--- src/rtl/dclc_pkg.sv ---
`timescale 1ns / 1ps
`default_nettype none
// ----------------------------------------------------------------------------
// dclc_pkg: shared types and constants of the two-channel lux calculator
// Payload structs, band codes, Q20 coefficients and the ratio^1.4 table.
// ----------------------------------------------------------------------------
package dclc_pkg;

   localparam int POWER_TABLE_DEPTH   = 64;
   localparam int RATIO_FRACTION_BITS = 16;
   localparam int COEF_FRAC           = 20;

   localparam int COUNT_W = 16;
   localparam int LUX_W   = 11;
   localparam int BAND_W  = 3;
   localparam int Q20_W   = 32;
   localparam int POW_W   = COEF_FRAC;

   localparam int TWO_D     = 2 * POWER_TABLE_DEPTH;
   localparam int TWO_D_W   = $clog2(TWO_D + 1);
   localparam int POS_W     = RATIO_FRACTION_BITS + TWO_D_W;
   localparam int TAB_IDX_W = $clog2(POWER_TABLE_DEPTH + 1);
   localparam int WIDE_W    = 5 * (COEF_FRAC + 1) + 2 * TWO_D_W + 2 * TAB_IDX_W + 8;

   localparam int QUEUE_DEPTH = 2;
   localparam int QUEUE_PTR_W = $clog2(QUEUE_DEPTH);
   localparam int QUEUE_CNT_W = $clog2(QUEUE_DEPTH + 1);

   // coefficients in Q20
   localparam logic [15:0] K_B1_BB = 16'd31877;
   localparam logic [15:0] K_B1_PW = 16'd65012;
   localparam logic [15:0] K_B2_BB = 16'd23488;
   localparam logic [15:0] K_B2_IR = 16'd32506;
   localparam logic [15:0] K_B3_BB = 16'd13422;
   localparam logic [15:0] K_B3_IR = 16'd16043;
   localparam logic [15:0] K_B4_BB = 16'd1531;
   localparam logic [15:0] K_B4_IR = 16'd1174;

   localparam logic [LUX_W-1:0] LUX_MAX = '1;

   localparam logic [BAND_W-1:0] BAND_BB_ZERO = 3'd0;
   localparam logic [BAND_W-1:0] BAND_LOW     = 3'd1;
   localparam logic [BAND_W-1:0] BAND_MID     = 3'd2;
   localparam logic [BAND_W-1:0] BAND_HIGH    = 3'd3;
   localparam logic [BAND_W-1:0] BAND_TOP     = 3'd4;
   localparam logic [BAND_W-1:0] BAND_OVER    = 3'd5;

   typedef struct packed {
      logic [COUNT_W-1:0] broadband_count;
      logic [COUNT_W-1:0] infrared_count;
   } req_payload_type;

   typedef struct packed {
      logic [LUX_W-1:0]  lux_value;
      logic [BAND_W-1:0] ratio_band;
   } rsp_payload_type;

   typedef struct packed {
      logic [COUNT_W-1:0] broadband_count;
      logic [COUNT_W-1:0] infrared_count;
      logic [BAND_W-1:0]  band;
   } queue_item_type;

   typedef logic [POWER_TABLE_DEPTH:0][POW_W-1:0] pow_tab_type;

   localparam logic [COEF_FRAC:0] ONE_Q20 = (COEF_FRAC + 1)'(1) << COEF_FRAC;

   // entry i holds (i/2D) * (i/2D)^0.4, the root found by bitwise search on z^5 <= x^2
   function automatic pow_tab_type build_pow_tab();
      pow_tab_type        tab;
      logic [WIDE_W-1:0]  lhs;
      logic [WIDE_W-1:0]  rhs;
      logic [COEF_FRAC:0] z;
      logic [COEF_FRAC:0] cand;
      logic [63:0]        scaled;
      tab = '0;
      for (int i = 0; i <= POWER_TABLE_DEPTH; i++) begin
         z   = '0;
         rhs = WIDE_W'(i * i) << (5 * COEF_FRAC);
         for (int b = COEF_FRAC; b >= 0; b--) begin
            cand = z | ((COEF_FRAC + 1)'(1) << b);
            lhs  = WIDE_W'(cand);
            for (int n = 1; n < 5; n++) begin
               lhs = lhs * WIDE_W'(cand);
            end
            lhs = lhs * WIDE_W'(TWO_D) * WIDE_W'(TWO_D);
            if (cand <= ONE_Q20 && lhs <= rhs) begin
               z = cand;
            end
         end
         scaled = 64'(i) * 64'(z);
         tab[i] = POW_W'(scaled / 64'(TWO_D));
      end
      return tab;
   endfunction

   localparam pow_tab_type POW_TAB = build_pow_tab();

endpackage
`default_nettype wire

--- src/rtl/dclc_front.sv ---
`timescale 1ns / 1ps
`default_nettype none
// ----------------------------------------------------------------------------
// dclc_front: input stage
// Takes a beat, sorts the ratio into its band by cross-products, holds it
// until the queue takes it.
// ----------------------------------------------------------------------------
module dclc_front (
   input  wire                       clock,
   input  wire                       reset,
   input  wire                       req_valid,
   output logic                      req_ready,
   input  wire dclc_pkg::req_payload_type req_payload,
   output logic                      item_valid,
   input  wire                       item_ready,
   output dclc_pkg::queue_item_type  item
);
   import dclc_pkg::*;

   logic           valid_ff;
   queue_item_type item_ff;
   queue_item_type item_in;

   logic [COUNT_W-1:0] bb;
   logic [COUNT_W-1:0] ir;
   logic [16:0]        ir_x2;
   logic [22:0]        ir_x100;
   logic [22:0]        bb_x61;
   logic [18:0]        ir_x5;
   logic [18:0]        bb_x4;
   logic [19:0]        ir_x10;
   logic [19:0]        bb_x13;

   assign bb = req_payload.broadband_count;
   assign ir = req_payload.infrared_count;

   always_comb begin
      ir_x2   = {ir, 1'b0};
      ir_x100 = 23'(ir) * 23'd100;
      bb_x61  = 23'(bb) * 23'd61;
      ir_x5   = 19'(ir) * 19'd5;
      bb_x4   = {1'b0, bb, 2'b00};
      ir_x10  = 20'(ir) * 20'd10;
      bb_x13  = 20'(bb) * 20'd13;

      item_in.broadband_count = bb;
      item_in.infrared_count  = ir;
      if (bb == '0) begin
         item_in.band = BAND_BB_ZERO;
      end else if (ir_x2 <= 17'(bb)) begin
         item_in.band = BAND_LOW;
      end else if (ir_x100 <= bb_x61) begin
         item_in.band = BAND_MID;
      end else if (ir_x5 <= bb_x4) begin
         item_in.band = BAND_HIGH;
      end else if (ir_x10 <= bb_x13) begin
         item_in.band = BAND_TOP;
      end else begin
         item_in.band = BAND_OVER;
      end
   end

   assign req_ready  = !valid_ff || item_ready;
   assign item_valid = valid_ff;
   assign item       = item_ff;

   always_ff @(posedge clock) begin
      if (reset) begin
         valid_ff <= 1'b0;
      end else if (req_ready) begin
         valid_ff <= req_valid;
      end
   end

   always_ff @(posedge clock) begin
      if (req_valid && req_ready) begin
         item_ff <= item_in;
      end
   end

endmodule
`default_nettype wire

--- config.mk ---
export PLATFORM = sky130hd
export DESIGN_NAME = dclc_front
export DESIGN_NICKNAME = d
export VERILOG_FILES = /design/src/rtl/dclc_pkg.sv /design/src/rtl/dclc_front.sv
export SDC_FILE = /design/constraint.sdc
export NUM_CORES = 1
export LEC_CHECK = 0
export ABC_CLOCK_PERIOD_IN_PS = 6000
export BUFFER_PORTS_ARGS = -buffer_cell sky130_fd_sc_hd__buf_2
export CAP_MARGIN = 0
export CORE_MARGIN = 5
export CORE_UTILIZATION = 33
export CTS_BUF_LIST = sky130_fd_sc_hd__clkbuf_4 sky130_fd_sc_hd__clkbuf_8 sky130_fd_sc_hd__clkbuf_16
export DETAILED_ROUTE_END_ITERATION = 12
export GPL_ROUTABILITY_DRIVEN = 1
export PLACE_DENSITY = 0.62
export SYNTH_ARGS = -nofsm -noshare
export SYNTH_HDL_FRONTEND = slang
export SYNTH_SLANG_ARGS = --single-unit
--- constraint.sdc ---
create_clock -name clock -period 6 [get_ports clock]
set_input_delay 1.2 -clock clock [delete_from_list [all_inputs] [get_ports clock]]
set_output_delay 1.2 -clock clock [all_outputs]
set_load 0.02 [all_outputs]
==> out/qor.txt <==
status -> completed
most frequent cells in the layout -> ha_1, inv_1, buf_4, buf_2, fa_1
hold depth -> 2
CTS H-tree depth -> 2
Port Buffers -> 72
fillcell total -> 2474
WL per Instance -> 15.6 µm
first-pass GRT wire length -> 35.0 mm
maximum clock rate -> 169 MHz
Die Width -> 170 µm
yosys warns -> 0
final core utilization -> 40.7%
Post-Layout Cell Count -> 1383
Mapped Avg Cell Area -> 9.46 µm²
Initial Utilization -> 33.6%
CTS max path bufs -> 2
crit-path cells -> buf_12 > inv_8 > fa_1 > inv_1 > fa_1 > inv_2 > fa_1 > inv_2 > ha_4 > nor2b_4 > o31a_1 > o2111ai_2 > a31oi_4 > o41ai_4 > o2111ai_1 > a21oi_1 > xor2_1 > ha_1 > and4_1 > nand4_1 > buf_4 > nor4_4 > o211a_1 > nor3b_2
Final setup violation count -> 0
FF+latch count, synth -> 36
Worst R2R Setup Slack -> 4.42 ns
post-synth net total -> 1230
routed wire length -> 21.6 mm
number of synthesized flops with an enable pin -> 35
Arr. time, crit path -> 5.97 ns
Hold Path Class -> reg -> reg
crit path time final -> 5.93 ns
Cells after Synth -> 894
FF-to-FF path depth -> 2
largest net degree at the start of global routing -> 36
crit path kind -> in -> reg
largest cells by area after synthesis -> ha_1, fa_1, edfxtp_1
Final Max Tran Viols -> 0
Max stage delay on crit path -> 0.52 ns
Root Buffer -> clkbuf_16
relative slew slack -> 35.7%
most common cell after layout, fill and taps aside -> ha_1
RSZ-0062 raised after global routing -> yes
total CTS buffers -> 5
dpl cell area -> 9780 µm²
max_cap viols -> 0
via count of the routed design -> 6913
fraction of synthesized cell area taken by the top area cell type -> 34.5%
cts hold-fix bufs -> 0
Die Ht -> 170 µm
Worst Skew -> 0.00960 ns
Lkg Pwr -> 5.25 nW
Core Area -> 25200 µm²
worst slew pin tran -> 0.964 ns
vias in the first global route -> 6899
Reg clk slew, reported paths -> 0.06 ns
post-route clock period utilization -> 98.8%
Setup crit end kind -> register
DRC Markers -> 0
Cell Area, Synth -> 8450 µm²
Largest delay share family, worst path -> adder cells
register area share after synthesis -> 12.7%
Post-DRT Antenna Nets -> 0
pwr/cell area -> 316 nW/µm²
top_reg_cell synth -> edfxtp_1
DR iter-0 viols -> 355
die area -> 28900 µm²
placement row count -> 58
share of flip-flops with an asynchronous set or reset -> 0%
Final GP Congestion -> 0.841
maximum VDD drop -> 0.166 mV
Final Hold Fails -> 0
initial antenna violation count -> 0
Synth area leader -> ha_1
drt pass-1 iters -> 5
TritonCTS clock tree -> yes
Total GRT Usage -> 15.1%
post-synthesis cell type count -> 55
share of layout cells above drive strength 1 -> 18.8%
Final Cell Area -> 10200 µm²
area grow syn2layout -> 21.2%
post-detail-place hpwl -> 18.4 mm
CP most frequent cell -> fa_1
n_diodes -> 0
Buf/Inv on CP -> 6
clock sink total -> 36
grt ovf -> 0
Clock Latency Late Sink -> 0.31 ns
Slowest-stage cell, CP -> fa_1
io pins -> 73
Critical Path RT -> 6.04 ns
Layout Nets -> 1388
startpoint types -> input port
routed vias/inst -> 5.00
placed cells -> 1366
crit-path max FO -> 4
critical path depth in cells -> 24
[path summary, 6_finish.rpt]
check	start	to
max reg2reg	item_valid$_SDFFE_PP0N_	item[2]$_SDFFCE_PP0P_
min	item_valid$_SDFFE_PP0N_	item_valid$_SDFFE_PP0N_
max	req_payload[17]	item[2]$_SDFFCE_PP0P_
min reg2reg	item_valid$_SDFFE_PP0N_	item_valid$_SDFFE_PP0N_
[where the power goes]
part           total (mW)  switching, mW  internal (mW)
registers           0.310        0.00831          0.302
logic                2.58           1.37           1.20
clock network       0.351          0.131          0.220
[per-layer routing]
metal  up-vias  track usage, %  part of all wire (%)
met5         -               0                     0
met4         0            3.09                   1.3
met3        14            1.93                   4.3
met2       135            23.9                    44
met1      3303            22.0                    50
li1       3461               -                     -
[final cells by class]
cell class	count	area, µm²	share of cell area [%]
sequential	36	1070	10.5
timing repair buffer	151	1000	9.79
tap	330	413	4.03
inverter	159	612	5.97
multi-input combinational	699	6960	68.0
clock inverter	1	30.0	0.293
clock buffer	7	153	1.49
[through the flow]
stage               hold WS, ns  power [mW]  TNS [ns]  worst slack (ns)
finish                    0.498        3.24         0            0.0702
global route              0.539        3.59    -0.377            -0.158
CTS                       0.505        3.10   -0.0333           -0.0333
detailed placement        0.496        2.73     -1.01            -0.361
global placement          0.485        2.68    -0.836            -0.304
floorplan                 0.729        1.98         0            0.0425
[registers in the layout, summed over array words and instances (netlist names)]
name / flops
item: 35
item_valid: 1
[cell usage after synthesis (3+ instances only)]
library cell	number
nand2_1	22
nor3_1	8
o211ai_1	4
o21a_1	12
a211oi_1	8
inv_1	159
nor2_1	41
o31a_1	3
o21ai_1	16
nand2b_1	10
nor2b_1	11
and2_1	4
xor2_1	22
o21ai_0	27
a21oi_1	62
and3_1	10
o211a_1	3
o21bai_1	10
edfxtp_1	35
fa_1	67
nor4_1	3
ha_1	233
a31oi_1	7
or3_1	4
nand4_1	16
or2_2	3
xnor2_1	30
a21o_1	25
nand3_1	7
[cell families after synthesis]
group | count (synthesis) | share of synthesized area, %
compound gates | 201 | 15.6
xor+xnor | 52 | 5.39
fa+ha+maj | 300 | 50.4
buf+inv | 159 | 7.06
flops | 36 | 12.7
simple gates | 146 | 8.94
[worst min-delay path, stage by stage (launching register included)]
cell	delay, ns
dfxtp_1	0.31
nand2b_1	0.09
a21oi_1	0.07
[repair_timing]
| action | 4_1_cts | 5_1_grt |
|---|---|---|
| resized for setup | 1 | 49 |
| setup endpoints to repair | 2 | 3 |
| pin swaps | 3 | 42 |
| setup buffers | 0 | 9 |
Power figures use the tool's default switching activity.
