==> src/rtl/dclc_pkg.sv <==
`timescale 1ns / 1ps
`default_nettype none
// ----------------------------------------------------------------------------
// dclc_pkg: shared types and constants of the two-channel lux calculator
// Payload structs, band codes, Q20 coefficients and the ratio^1.4 table.
// ----------------------------------------------------------------------------
package dclc_pkg;

   localparam int POWER_TABLE_DEPTH   = 64;
   localparam int RATIO_FRACTION_BITS = 16;
   localparam int COEF_FRAC           = 20;

   localparam int COUNT_W = 16;
   localparam int LUX_W   = 11;
   localparam int BAND_W  = 3;
   localparam int Q20_W   = 32;
   localparam int POW_W   = COEF_FRAC;

   localparam int TWO_D     = 2 * POWER_TABLE_DEPTH;
   localparam int TWO_D_W   = $clog2(TWO_D + 1);
   localparam int POS_W     = RATIO_FRACTION_BITS + TWO_D_W;
   localparam int TAB_IDX_W = $clog2(POWER_TABLE_DEPTH + 1);
   localparam int WIDE_W    = 5 * (COEF_FRAC + 1) + 2 * TWO_D_W + 2 * TAB_IDX_W + 8;

   localparam int QUEUE_DEPTH = 2;
   localparam int QUEUE_PTR_W = $clog2(QUEUE_DEPTH);
   localparam int QUEUE_CNT_W = $clog2(QUEUE_DEPTH + 1);

   // coefficients in Q20
   localparam logic [15:0] K_B1_BB = 16'd31877;
   localparam logic [15:0] K_B1_PW = 16'd65012;
   localparam logic [15:0] K_B2_BB = 16'd23488;
   localparam logic [15:0] K_B2_IR = 16'd32506;
   localparam logic [15:0] K_B3_BB = 16'd13422;
   localparam logic [15:0] K_B3_IR = 16'd16043;
   localparam logic [15:0] K_B4_BB = 16'd1531;
   localparam logic [15:0] K_B4_IR = 16'd1174;

   localparam logic [LUX_W-1:0] LUX_MAX = '1;

   localparam logic [BAND_W-1:0] BAND_BB_ZERO = 3'd0;
   localparam logic [BAND_W-1:0] BAND_LOW     = 3'd1;
   localparam logic [BAND_W-1:0] BAND_MID     = 3'd2;
   localparam logic [BAND_W-1:0] BAND_HIGH    = 3'd3;
   localparam logic [BAND_W-1:0] BAND_TOP     = 3'd4;
   localparam logic [BAND_W-1:0] BAND_OVER    = 3'd5;

   typedef struct packed {
      logic [COUNT_W-1:0] broadband_count;
      logic [COUNT_W-1:0] infrared_count;
   } req_payload_type;

   typedef struct packed {
      logic [LUX_W-1:0]  lux_value;
      logic [BAND_W-1:0] ratio_band;
   } rsp_payload_type;

   typedef struct packed {
      logic [COUNT_W-1:0] broadband_count;
      logic [COUNT_W-1:0] infrared_count;
      logic [BAND_W-1:0]  band;
   } queue_item_type;

   typedef logic [POWER_TABLE_DEPTH:0][POW_W-1:0] pow_tab_type;

   localparam logic [COEF_FRAC:0] ONE_Q20 = (COEF_FRAC + 1)'(1) << COEF_FRAC;

   // entry i holds (i/2D) * (i/2D)^0.4, the root found by bitwise search on z^5 <= x^2
   function automatic pow_tab_type build_pow_tab();
      pow_tab_type        tab;
      logic [WIDE_W-1:0]  lhs;
      logic [WIDE_W-1:0]  rhs;
      logic [COEF_FRAC:0] z;
      logic [COEF_FRAC:0] cand;
      logic [63:0]        scaled;
      tab = '0;
      for (int i = 0; i <= POWER_TABLE_DEPTH; i++) begin
         z   = '0;
         rhs = WIDE_W'(i * i) << (5 * COEF_FRAC);
         for (int b = COEF_FRAC; b >= 0; b--) begin
            cand = z | ((COEF_FRAC + 1)'(1) << b);
            lhs  = WIDE_W'(cand);
            for (int n = 1; n < 5; n++) begin
               lhs = lhs * WIDE_W'(cand);
            end
            lhs = lhs * WIDE_W'(TWO_D) * WIDE_W'(TWO_D);
            if (cand <= ONE_Q20 && lhs <= rhs) begin
               z = cand;
            end
         end
         scaled = 64'(i) * 64'(z);
         tab[i] = POW_W'(scaled / 64'(TWO_D));
      end
      return tab;
   endfunction

   localparam pow_tab_type POW_TAB = build_pow_tab();

endpackage
`default_nettype wire

==> src/rtl/dclc_fifo.sv <==
`timescale 1ns / 1ps
`default_nettype none
// ----------------------------------------------------------------------------
// dclc_fifo: short queue between front and back
// Registered entries, no pass-through, so both sides stall on their own.
// ----------------------------------------------------------------------------
module dclc_fifo (
   input  wire                      clock,
   input  wire                      reset,
   input  wire                      in_valid,
   output logic                     in_ready,
   input  wire dclc_pkg::queue_item_type in_item,
   output logic                     out_valid,
   input  wire                      out_ready,
   output dclc_pkg::queue_item_type out_item
);
   import dclc_pkg::*;

   queue_item_type         entries_ff [0:QUEUE_DEPTH-1];
   logic [QUEUE_PTR_W-1:0] wr_ptr_ff;
   logic [QUEUE_PTR_W-1:0] wr_ptr_in;
   logic [QUEUE_PTR_W-1:0] rd_ptr_ff;
   logic [QUEUE_PTR_W-1:0] rd_ptr_in;
   logic [QUEUE_CNT_W-1:0] count_ff;
   logic [QUEUE_CNT_W-1:0] count_in;
   logic                   push;
   logic                   pop;

   assign in_ready  = count_ff != QUEUE_CNT_W'(QUEUE_DEPTH);
   assign out_valid = count_ff != '0;
   assign out_item  = entries_ff[rd_ptr_ff];
   assign push      = in_valid && in_ready;
   assign pop       = out_valid && out_ready;

   always_comb begin
      wr_ptr_in = wr_ptr_ff;
      rd_ptr_in = rd_ptr_ff;
      count_in  = count_ff;
      if (push) begin
         wr_ptr_in = (wr_ptr_ff == QUEUE_PTR_W'(QUEUE_DEPTH - 1)) ? '0 : wr_ptr_ff + 1'b1;
      end
      if (pop) begin
         rd_ptr_in = (rd_ptr_ff == QUEUE_PTR_W'(QUEUE_DEPTH - 1)) ? '0 : rd_ptr_ff + 1'b1;
      end
      if (push && !pop) begin
         count_in = count_ff + 1'b1;
      end else if (pop && !push) begin
         count_in = count_ff - 1'b1;
      end
   end

   always_ff @(posedge clock) begin
      if (reset) begin
         wr_ptr_ff <= '0;
         rd_ptr_ff <= '0;
         count_ff  <= '0;
      end else begin
         wr_ptr_ff <= wr_ptr_in;
         rd_ptr_ff <= rd_ptr_in;
         count_ff  <= count_in;
      end
   end

   always_ff @(posedge clock) begin
      if (push) begin
         entries_ff[wr_ptr_ff] <= in_item;
      end
   end

endmodule
`default_nettype wire

==> config.mk <==
export PLATFORM = sky130hd
export DESIGN_NAME = dclc_fifo
export DESIGN_NICKNAME = d
export VERILOG_FILES = /design/src/rtl/dclc_pkg.sv /design/src/rtl/dclc_fifo.sv
export SDC_FILE = /design/constraint.sdc
export NUM_CORES = 1
export LEC_CHECK = 0
export ABC_AREA = 1
export BUFFER_PORTS_ARGS = -buffer_cell sky130_fd_sc_hd__buf_4
export CORE_MARGIN = 2
export CORE_UTILIZATION = 35
export CTS_CLUSTER_SIZE = 14
export DETAILED_ROUTE_END_ITERATION = 12
export HOLD_SLACK_MARGIN = 0.12
export PLACE_DENSITY = 0.64
export SYNTH_ARGS = -nofsm -noshare
export SYNTH_HDL_FRONTEND = slang
export SYNTH_SLANG_ARGS = --single-unit
==> constraint.sdc <==
create_clock -name clock -period 4.2 [get_ports clock]
set_clock_uncertainty 0.1 [all_clocks]
set_input_delay 1.26 -clock clock [delete_from_list [all_inputs] [get_ports clock]]
set_output_delay 1.26 -clock clock [all_outputs]
set_load 0.1 [all_outputs]
==> impl_results.md, run 1 <==
* Status: finished clean
* Cts bufs inserted at 9
* Overall Global Routing Usage at 11.39%
* Hold crit path type: register to register
* Total of max-cap violations at 0
* Per-cell routed wire length at 14.50 µm
* Hold path start: rd_ptr_ff$_SDFFE_PP0P_
* Vias in the first global route at between 1500 and 2000
* Most common cell after layout, fill and taps aside: buf_4
* Routed Antenna Nets at 0
* Flip-flop and latch count after synthesis at 75
* Avg Cell Area, Syn at 19.99 µm²
* Cells after Synth at between 100 and 150
* Post-CTS Setup Bufs at 0
* Max-slew violation count at 0
* Num ports at between 70 and 80
* HPWL after detailed placement at between 3000 and 4000 µm
* Core ar. at ~8000 µm²
* Yosys cell types at 14
* Largest net degree at the start of global routing at 19
* CP Capture Type: primary output
* Post-cts resize count at 0
* Die area at roughly 9000 µm²
* Worst Path Max Fanout at 18
* Maximum vdd drop at 0.3009 mV
* Clock transition at path regs at 0.07 ns
* Grt total ovfl at 0
* Worst Slack Setup Final at slightly below 1 ns
* Area grow syn2layout at 29.83%
* Vias per cell at 4.439
* Initial drt markers at 50
* Ys Warns at 0
* Setup CP Type: register to primary output
* Root Driver: clkbuf_8
* CTS tree: done
* Clock sinks at 75
* Synth top area share at approximately 72%
* Setup TNS at 0 ns
* Pre-CTS WS at 1.297 ns
* Die W at 95.33 µm
* Syn_nets at about 190
* Fin util at between 40% and 50%
* Initial antenna violation count at 0
* Hold Slack at between 0.4 and 0.5 ns
* WP data required at roughly 2.8 ns
* Most frequent cells in the layout: buf_4 (79), edfxtp_1 (70), mux2_4 (30)
* Cts hold-fix bufs at 0
* Drt drc at 0
* Dominant cells by area after synthesis: edfxtp_1 (72%), mux2_4 (15%), dfxtp_1 (3.4%)
* Mapped cell area at between 2000 and 3000 µm²
* Sequential area share after synthesis at approximately 75%
* FILL cells at slightly below 700
* P_leak at approximately 1.5 nW
* Reg-to-reg critical path startpoint: count_ff[0]$_SDFFE_PP0P_
* Min Tclk post-route at 3.228 ns
* PwrDens at 752.6 nW/µm²
* Final Hold Fails at 0
* Routability congestion estimate at 0.6595
* Port Buf Inserts at 75
* Startpoint Class: register
* Final setup viols at 0
* H-Tree Depth at 3
* Fin nets at approximately 270
* First-pass GRT wire length at 7452 µm
* Clk_lat worst skew at around 0.33 ns
* Vias at approximately 1500
* Relative slew slack at between 60% and 70%
* Fmax at 309.8 MHz
* WL final at 4960 µm
* Synth area leader: edfxtp_1
* Unrepaired setup endpoints after global routing: false
* Crit path arrival time at between 1.5 and 2 ns
* Slew @ Worst Pin at between 0.5 and 0.6 ns
* Die Y at ~95 µm
* 1st-pass router iterations at 4
* Initial core utilization at a little over a third
* Tcrit/Tclk final at between 70% and 80%
* Clock buffer depth at 2
* FP Rows at 33
* Layout cells sized above 1 at 55.70%
* Antenna cells at 0
## cell families after synthesis
kind of cell | count (synthesis) | share of synthesized area (%)
compound gates | 4 | 0.6858
flops | 75 | 75.44
buf+inv | 12 | 3.472
mux | 35 | 17.36
fa+ha+maj | 1 | 0.4286
simple gates | 19 | 2.615
## state kept, by name, summed over array words and instances, names as in the netlist, named ones only
register    cells
count_ff        2
entries_ff     70
rd_ptr_ff       1
wr_ptr_ff       1
## worst max-delay path, cell delays in order, from the launching register on
cell	delay, ns
dfxtp_2	0.71
buf_12	0.26
mux2_4	0.32
buf_4	0.23
## worst paths after layout
path                            slack [ns]                     endpoint  cells after the start
worst min register to register        0.40       rd_ptr_ff$_SDFFE_PP0P_                      2
worst min-delay path                  0.40       rd_ptr_ff$_SDFFE_PP0P_                      2
worst max-delay path                  0.97                  out_item[4]                      3
worst max register to register        2.35  entries_ff[0][32]$_DFFE_PP_                      5
## cell usage after synthesis
library cell  instances
nand2_1               9
o21ai_0               2
inv_1                 8
ha_1                  1
nor2_1                7
mux2_4               30
nand4_1               1
buf_6                 1
mux2_2                5
edfxtp_1             70
buf_12                3
a21oi_1               2
nand3_1               2
dfxtp_1               5
## where the power goes
| group | switching [W] | internal, W |
|---|---|---|
| registers | 0.0000541 | 0.000946 |
| clock network | 0.000242 | 0.000267 |
| logic | 0.000998 | 0.000346 |
| total | 0.00129 | 0.00156 |
## metal layers
metal / vias to the layer above / global-route usage, % / part of all wire (%)
li1: 720 / - / -
met1: 745 / 13.35 / 42
met2: 51 / 18.54 / 51
met3: 2 / 4.427 / 7.3
met4: 0 / 5.072 / 0.12
met5: - / 0 / 0
## metrics by stage
step / std cells / area [µm²] / power [W]
after global routing: 342 / 3790 / 0.002961
final: 342 / 3790 / 0.002852
after detailed placement: 327 / 3608 / 0.002373
after global placement: 327 / 3608 / 0.002360
after CTS: 342 / 3790 / 0.002882
after floorplan: 146 / 2919 / 0.002137
## final cells by class
| type | count | area [µm²] | area share, % |
|---|---|---|---|
| clock buffer | 9 | 123.9 | 3.268 |
| inverter | 8 | 30.03 | 0.7923 |
| timing repair buffer | 80 | 613.1 | 16.18 |
| multi-input combinational | 59 | 630.6 | 16.64 |
| sequential | 75 | 2203 | 58.14 |
| tap | 105 | 131.4 | 3.466 |
| clock inverter | 6 | 57.56 | 1.519 |
No activity file was read; power rests on OpenSTA's default activity.
==> inputs of run 2 (changes only) <==
==> constraint.sdc (replaced) <==
create_clock -name clock -period 3 [get_ports clock]
set_clock_uncertainty 0.1 [all_clocks]
set_input_delay 0.9 -clock clock [delete_from_list [all_inputs] [get_ports clock]]
set_output_delay 0.9 -clock clock [all_outputs]
set_load 0.1 [all_outputs]
==> run 2 against run 1 <==
- worst hold slack gained 0.0025 ns
- register-to-register slack worse by 1.0 ns
- first-iteration DRC count is 32% lower
- clock-buffer cell count did not move
- design area increased by 0.36%
==> impl_results.md, run 2 (synthesis gave the netlist of run 1 again) <==
* Startpoint Class: register
* FP Rows at 33
* WP data required at 2.00 ns
* Routability congestion estimate at roughly 0.65
* HPWL after detailed placement at around 3200 µm
* Crit path arrival time at around 1.6 ns
* Clock sinks at between 70 and 80
* Hold Slack at just over 0.4 ns
* Fin nets at roughly 270
* Hold crit path type: register to register
* Switch share at ~45%
* Max reg flops at 70
* Layout cells sized above 1 at 55.27%
* 1st-pass router iterations at 4
* Worst Path Max Fanout at 23
* Final Hold Fails at 0
* Setup CP Type: register to primary output
* Met2 global-route usage at 19.25%
* Vias in the first global route at between 1500 and 2000
* PwrDens at between 1000 and 1500 nW/µm²
* Top flop regs: entries_ff (70), count_ff (2)
* Logic pwr share at a little under half
* Global Route met1 Usage at between 10 and 15%
* Vias per cell at roughly 4.4
* Most common cell after layout, fill and taps aside: buf_4
* Setup TNS at 0 ns
* Routed Antenna Nets at 0
* Clock buffer depth at 2
* Slew @ Worst Pin at 0.4982 ns
* WL final at slightly below 5000 µm
* Root Driver: clkbuf_8
* Fmax at 379.5 MHz
* CP Capture Type: primary output
* Min Tclk post-route at between 2 and 3 ns
* Port Buf Inserts at 75
* Drt drc at 0
* Cts bufs inserted at 9
* Per-cell routed wire length at 14.20 µm
* Unrepaired setup endpoints after global routing: false
* Clock Power Share at about a fifth
* Clock transition at path regs at approximately 0.07 ns
* Antenna cells at 0
* CTS tree: done
* Psw at 0.001826 W
* Biggest register: entries_ff
* GR peak layer: met2
* Post-CTS Setup Bufs at 0
* Core ar. at 8134 µm²
* P_leak at approximately 1.5 nW
* Clk_lat worst skew at 0.34 ns
* Post-cts resize count at 0
* First-pass GRT wire length at between 7000 and 8000 µm
* Die W at approximately 95 µm
* Most frequent cells in the layout: buf_4 (79), edfxtp_1 (70), mux2_4 (30)
* Cell-internal power at 0.002262 W
* Total of max-cap violations at 0
* Die area at 9087 µm²
* FILL cells at slightly above 700
* Area grow syn2layout at 30.30%
* Die Y at between 90 and 100 µm
* Initial core utilization at about 36%
* Maximum vdd drop at roughly 0.47 mV
* Max-slew violation count at 0
* Final setup viols at 0
* Grt total ovfl at 0
* Sequential share of power at between 30% and 40%
* Relative slew slack at approximately 67%
* Initial drt markers at 34
* Overall Global Routing Usage at a little under an eighth
* Fin util at approximately 47%
* Worst reg2reg setup slack at between 1 and 1.5 ns
* Num ports at 76
* Initial antenna violation count at 0
* Largest net degree at the start of global routing at 36
* Cts hold-fix bufs at 0
* Vias at around 1500
* M3 GR Usage at roughly 3.3%
* H-Tree Depth at 3
* Status: finished clean
* Tcrit/Tclk final at 87.83%
==> run 2: cell types whose count changed in the layout (fill, tap and decap cells not counted), sizes merged <==
cell / delta
buf: -1
bufinv: +1
clkinv: -3
clkinvlp: +2
inv: +1
==> run 2: power by group through the flow <==
stage | Sequential [W] | Clock (W) | Combinational, W
global placement | 0.00138 | 0 | 0.00191
floorplan | 0.00138 | 0 | 0.00161
CTS | 0.00137 | 0.000851 | 0.00192
detailed placement | 0.00139 | 0 | 0.00192
finish | 0.00136 | 0.000828 | 0.00190
global route | 0.00138 | 0.000896 | 0.00198
==> run 2: final timing paths <==
check | startpoint | end | cells after the start
max reg2reg | count_ff[0]$_SDFFE_PP0P_ | entries_ff[1][29]$_DFFE_PP_ | 5
min | rd_ptr_ff$_SDFFE_PP0P_ | rd_ptr_ff$_SDFFE_PP0P_ | 2
max | register | out_item[10] | 3
min reg2reg | rd_ptr_ff$_SDFFE_PP0P_ | rd_ptr_ff$_SDFFE_PP0P_ | 2
==> run 2: routing by layer <==
layer	up-vias	share of wire (%)	routed length (µm)
met2	55	51	2474
li1	718	-	-
met3	8	6.3	305
met5	-	0	0
met1	709	42	2017
met4	0	1.2	57
==> run 2: critical path: stages, from the launching register on <==
cell	delay, ns
dfxtp_2	0.33
buf_4	0.37
mux2_4	0.34
buf_4	0.23
==> run 2: final cells by class <==
cell class,instances,area (µm²),share of cell area [%]
sequential,75,2203,57.93
multi-input combinational,59,630.6,16.58
timing repair buffer,79,593.1,15.59
tap,105,131.4,3.454
clock buffer,9,123.9,3.257
clock inverter,7,91.34,2.401
inverter,8,30.03,0.7895
==> run 2: metrics by stage <==
step / power [W] / worst slack [ns] / cell area, µm² / instances
after CTS: 0.004134 / 0.3293 / 3804 / 342
after global placement: 0.003291 / 0.7215 / 3588 / 326
after global routing: 0.004253 / 0.2853 / 3804 / 342
after floorplan: 0.002992 / -0.3255 / 2919 / 146
after detailed placement: 0.003305 / 0.7111 / 3588 / 326
final: 0.004088 / 0.3651 / 3804 / 342
